[config.mk]
export PLATFORM = sky130hd
export DESIGN_NAME = crc8fc_core
export DESIGN_NICKNAME = d
export VERILOG_FILES = /design/src/crc8fc_pkg.sv /design/src/crc8fc_core.sv
export SDC_FILE = /design/constraint.sdc
export NUM_CORES = 1
export LEC_CHECK = 0
export ABC_CLOCK_PERIOD_IN_PS = 4850
export BUFFER_PORTS_ARGS = -buffer_cell sky130_fd_sc_hd__buf_2
export CAP_MARGIN = 30
export CORE_MARGIN = 3
export CORE_UTILIZATION = 30
export CTS_BUF_LIST = sky130_fd_sc_hd__clkbuf_4 sky130_fd_sc_hd__clkbuf_8
export CTS_CLUSTER_DIAMETER = 30
export DETAILED_ROUTE_END_ITERATION = 6
export PLACE_DENSITY_LB_ADDON = 0.1
export REMOVE_ABC_BUFFERS = 1
export SLEW_MARGIN = 20
export SYNTH_ARGS = -nofsm -noshare
export SYNTH_HDL_FRONTEND = slang
export SYNTH_SLANG_ARGS = --single-unit
[constraint.sdc]
create_clock -name clk -period 4.85 [get_ports clk]
set_clock_uncertainty 0.05 [all_clocks]
set_input_delay 0.2425 -clock clk [delete_from_list [all_inputs] [get_ports clk]]
set_output_delay 0.2425 -clock clk [all_outputs]
set_load 0.01 [all_outputs]
[src/crc8fc_pkg.sv]
// Shared types, constants and the CRC-8 byte step for the frame checker.
// No dependencies.
package crc8fc_pkg;

	localparam logic [7:0] CRC_POLY    = 8'h1D;
	localparam logic [7:0] HDR_FIRST   = 8'hAA;
	localparam logic [7:0] HDR_SECOND  = 8'h55;
	localparam logic [8:0] COUNT_MAX   = 9'd256;
	localparam logic [8:0] SIZE_MIN    = 9'd3;
	localparam logic [8:0] SIZE_MAX_OK = 9'd255;
	localparam logic [8:0] POS_HDR0    = 9'd0;
	localparam logic [8:0] POS_HDR1    = 9'd1;
	localparam logic [8:0] POS_LEN     = 9'd2;

	// One received beat
	typedef struct packed {
		logic [7:0] data;
		logic       last;
	} beat_t;

	// One frame verdict
	typedef struct packed {
		logic       ok;
		logic [8:0] size;
	} result_t;

	// MSB-first CRC-8 update over one byte, zero-based polynomial form
	function automatic logic [7:0] crc8_next(input logic [7:0] crc, input logic [7:0] b);
		logic [7:0] v;
		v = crc ^ b;
		for (int k = 0; k < 8; k++) begin
			if (v[7]) begin
				v = {v[6:0], 1'b0} ^ CRC_POLY;
			end else begin
				v = {v[6:0], 1'b0};
			end
		end
		return v;
	endfunction

endpackage

[src/crc8fc_core.sv]
// Frame tracking state and verdict logic: header, length, running CRC.
// Uses crc8fc_pkg.
module crc8fc_core (
	input  logic                clk,
	input  logic                arst_n,
	input  logic                fire,
	input  crc8fc_pkg::beat_t   beat,
	output crc8fc_pkg::result_t res
);

	logic [7:0] crc_q;
	logic [8:0] count_q;
	logic       hdr_good_q;
	logic [7:0] len_q;

	logic [8:0] size;
	logic       hdr_good;
	logic [7:0] len;

	// Byte position, header and length byte for this beat
	always_comb begin
		size     = count_q[8] ? crc8fc_pkg::COUNT_MAX : count_q + 9'd1;
		hdr_good = hdr_good_q
			& ~(count_q == crc8fc_pkg::POS_HDR0 && beat.data != crc8fc_pkg::HDR_FIRST)
			& ~(count_q == crc8fc_pkg::POS_HDR1 && beat.data != crc8fc_pkg::HDR_SECOND);
		len      = (count_q == crc8fc_pkg::POS_LEN) ? beat.data : len_q;
	end

	// Verdict, meaningful on the last beat
	assign res.size = size;
	assign res.ok   = hdr_good
		&& size >= crc8fc_pkg::SIZE_MIN && size <= crc8fc_pkg::SIZE_MAX_OK
		&& {1'b0, len} == size
		&& beat.data == crc_q;

	// State update; the last beat returns everything to reset values
	always_ff @(posedge clk or negedge arst_n) begin
		if (!arst_n) begin
			crc_q      <= 8'd0;
			count_q    <= 9'd0;
			hdr_good_q <= 1'b1;
			len_q      <= 8'd0;
		end else if (fire) begin
			if (beat.last) begin
				crc_q      <= 8'd0;
				count_q    <= 9'd0;
				hdr_good_q <= 1'b1;
				len_q      <= 8'd0;
			end else begin
				crc_q      <= crc8fc_pkg::crc8_next(crc_q, beat.data);
				count_q    <= size;
				hdr_good_q <= hdr_good;
				len_q      <= len;
			end
		end
	end

endmodule

==> impl_metrics.yaml <==
run_status:
  status: "finished, final reports clean"
worst_setup_path:
  path_max_fanout: 18
  ff2ff_setup_slack_ns: 2.08
  arrival_ns: 3.44
  r2r.worst_path.cells: 5
  startpoint_type: "flop"
  r2r-start: "count_q[8]"
  rr_endpoint: "len_q[3]"
  cp.required_ns: 4.56
  crit_type: "reg2out"
  critPathCaptureType: "output port"
logic_synthesis:
  yosys.area_share.simple_pct: 13.83
  synth_compound_area_share_pct: 20.16
  synth_edf_count: 0
  synth.top_cell.area_share_pct: 32.94
  syn_area_um2: 1899
  synth_top_area_cell: "dfrtp_1"
  yosysMostFrequentCell: "xnor2_1"
  synthTopCellsByCount: "xnor2_1, dfrtp_1, o2bb2ai_1, inv_1, nor2_1"
  ys_async_sr_fraction_pct: 100.0
  yosys.area_share.xor_xnor_pct: 17.52
  netlist_instances: 197
  ys_ff_latch: 26
  synth_top_family_by_area: "compound AO/OA/AOI/OAI gates"
  syn_avg_cell_area_um2: 9.641
  yosys_warnings: 0
  synth_area_leaders: "dfrtp_1, xnor2_1, o2bb2ai_1"
  ys.flop_type: "dfrtp_1"
  muxShareOfSynthArea_pct: 5.929
  synthAdderAreaFrac_pct: 2.635
  synthDistinctLibCells: 38
  yosysSeqAreaShare_pct: 34.32
min_path:
  min_path_cells: 3
  min-delay-start: "fire"
  hold_path.class: "in2reg"
  whs_endpoint: "hdr_good_q"
global_routing:
  grtUsageTotal_pct: 14.34
  grt_pass1_wl_um: 8459
  antenna_found_initial: 0
  grt-ovfl-total: 0
  grt_max_degree: 27
  grt_pass1_vias: 1562
placement:
  hpwl_um: 3485
  placed_cells: 282
  portBuffers: 21
  gp_congestion: 0.7507
final_layout:
  utilization_pct: 35.01
  drive_above_1_share_pct: 15.57
  nets: 229
  synthToLayoutAreaGrowth_pct: 11.07
  diodes: 0
  layout.cells.non_filler: 287
detailed_routing:
  finalWirelength_um: 4801
  dr.pass1.iters: 4
  drc: 0
  antenna_left: 0
  dr.max_layer_used: "met4"
  vias_per_cell: 5.324
  wl_met2_um: 2170
  met1_length_um: 2440
  vias: 1528
  drt_iter0_drc: 79
  post_drt_wl_per_cell_um: 16.73
  wl_met3_um: 164
clock_tree:
  cts_buffers: 3
  cts_max_level: 1
  cts-root-buf: "clkbuf_8"
  cts_tree: "done"
  cts.path.max_buffers: 2
  clkSinkCount: 26
  clkTransAtPathRegs_ns: 0.10
  clk_latency_ns: 0.27
power:
  p_switching_mw: 0.3481
  p_clk_share_pct: 15.9
  irDropWorstVdd_v: 0.0001933
  power.share.sequential_pct: 34.4
  power.internal_mw: 0.5675
  p_comb_share_pct: 49.7
  swShare_pct: 38.02
  p_per_area_nw_per_um2: 434.0
  p_leak_nw: 0.8739
timing:
  slew-limit-headroom_pct: 54.37
  finalSetupViolCount: 0
  hold_violations: 0
  timing.final.crit_share_pct: 77.04
  tightest_slew_ns: 0.6792
  fmax_ghz: 0.2676
  rsz0062_at_grt: "no"
  period_minus_slack_ns: 3.737
  setup_tns_ns: 0
  slew_violations: 0
floorplan:
  io_pins: 22
  die_y_um: 85.57
  core_um2: 6026
  initial_core_util_pct: 31.52
  rows: 28
  die_width_um: 85.57
  dieArea_um2: 7322
run:
  maxCapViolCount: 0
## critical path, stage by stage (launching register included)
cell and delay, ns:
dfrtp_1 0.59, or4_4 0.62, or4_4 0.64, mux2i_4 0.24, xnor2_1 0.13, or4_4 0.51
nor4_2 0.27, buf_2 0.17
## power groups by stage
stage | logic (mW) | clock network [mW] | registers [mW]
after floorplan | 0.377 | 0 | 0.308
after global placement | 0.460 | 0 | 0.321
after detailed placement | 0.458 | 0 | 0.318
after CTS | 0.461 | 0.154 | 0.314
after global routing | 0.517 | 0.165 | 0.323
final | 0.455 | 0.146 | 0.315
## through the flow
stage / worst slack (ns) / total power [mW] / hold slack (ns) / area, µm²
2_1_floorplan: 1.637 / 0.6852 / -0.1031 / 1838
3_3_place_gp: 1.415 / 0.7805 / 0.2573 / 2044
3_5_place_dp: 1.437 / 0.7760 / 0.2486 / 2044
4_1_cts: 1.114 / 0.9291 / 0.1995 / 2110
5_1_grt: 0.9413 / 1.005 / 0.2008 / 2110
6_report: 1.113 / 0.9155 / 0.2119 / 2110
## how the worst max path moves through the flow
stage / startpoint / endpoint / slack, ns / cells after the start
after CTS: count_q[8] / res[9] / 1.11 / 7
after floorplan: count_q[8] / res[9] / 1.64 / 6
final: count_q[8] / res[9] / 1.11 / 7
after detailed placement: count_q[8] / res[9] / 1.44 / 7
after global placement: count_q[8] / res[9] / 1.42 / 7
after global routing: count_q[8] / res[9] / 0.94 / 7
## metal layers
layer / up-vias / GRT usage, %
li1: 748 / -
met5: - / 0
met1: 756 / 21.24
met2: 22 / 22.25
met3: 2 / 2.017
met4: 0 / 3.022
## state kept, by name, indices dropped and copies added (netlist names)
name        flops
count_q         9
len_q           8
hdr_good_q      1
crc_q           8
## kinds of logic after synthesis
kind of cell / after synthesis
AO/OA/AOI/OAI: 51
AND/OR/NAND/NOR: 44
XOR/XNOR: 38
flip-flops: 26
buffers and inverters: 24
multiplexers: 10
adder cells (fa/ha/maj): 4
## layout make-up
cell class                      count  area [µm²]
Multi-Input combinational cell    147        1141
Timing Repair Buffer               23       122.6
Tap cell                           75       93.84
Inverter                           12       45.04
Fill cell                         626        3916
Clock buffer                        4       55.05
Sequential cell                    26       651.9
## cell usage in the layout (no fill, tap or decap), types with 2 or more instances in the layout
master,count
nand2_1,6
a21boi_0,2
mux2i_1,9
nand3_1,5
o32ai_1,4
nor3_1,4
o21ai_0,6
or4_4,3
xnor2_1,32
clkbuf_8,4
nand2b_1,2
a22oi_1,8
nor2_1,10
buf_2,21
nand4_1,3
inv_1,12
dfrtp_1,25
a21oi_1,6
ha_1,4
xor2_1,6
nor4bb_1,4
o2bb2ai_1,20
## timing repair
item	4_1_cts	5_1_grt
hold endpoints to repair	25	0
setup buffers	0	0
hold buffers	1	0
gates resized for setup	0	0
(Power assumes the default switching activity.)
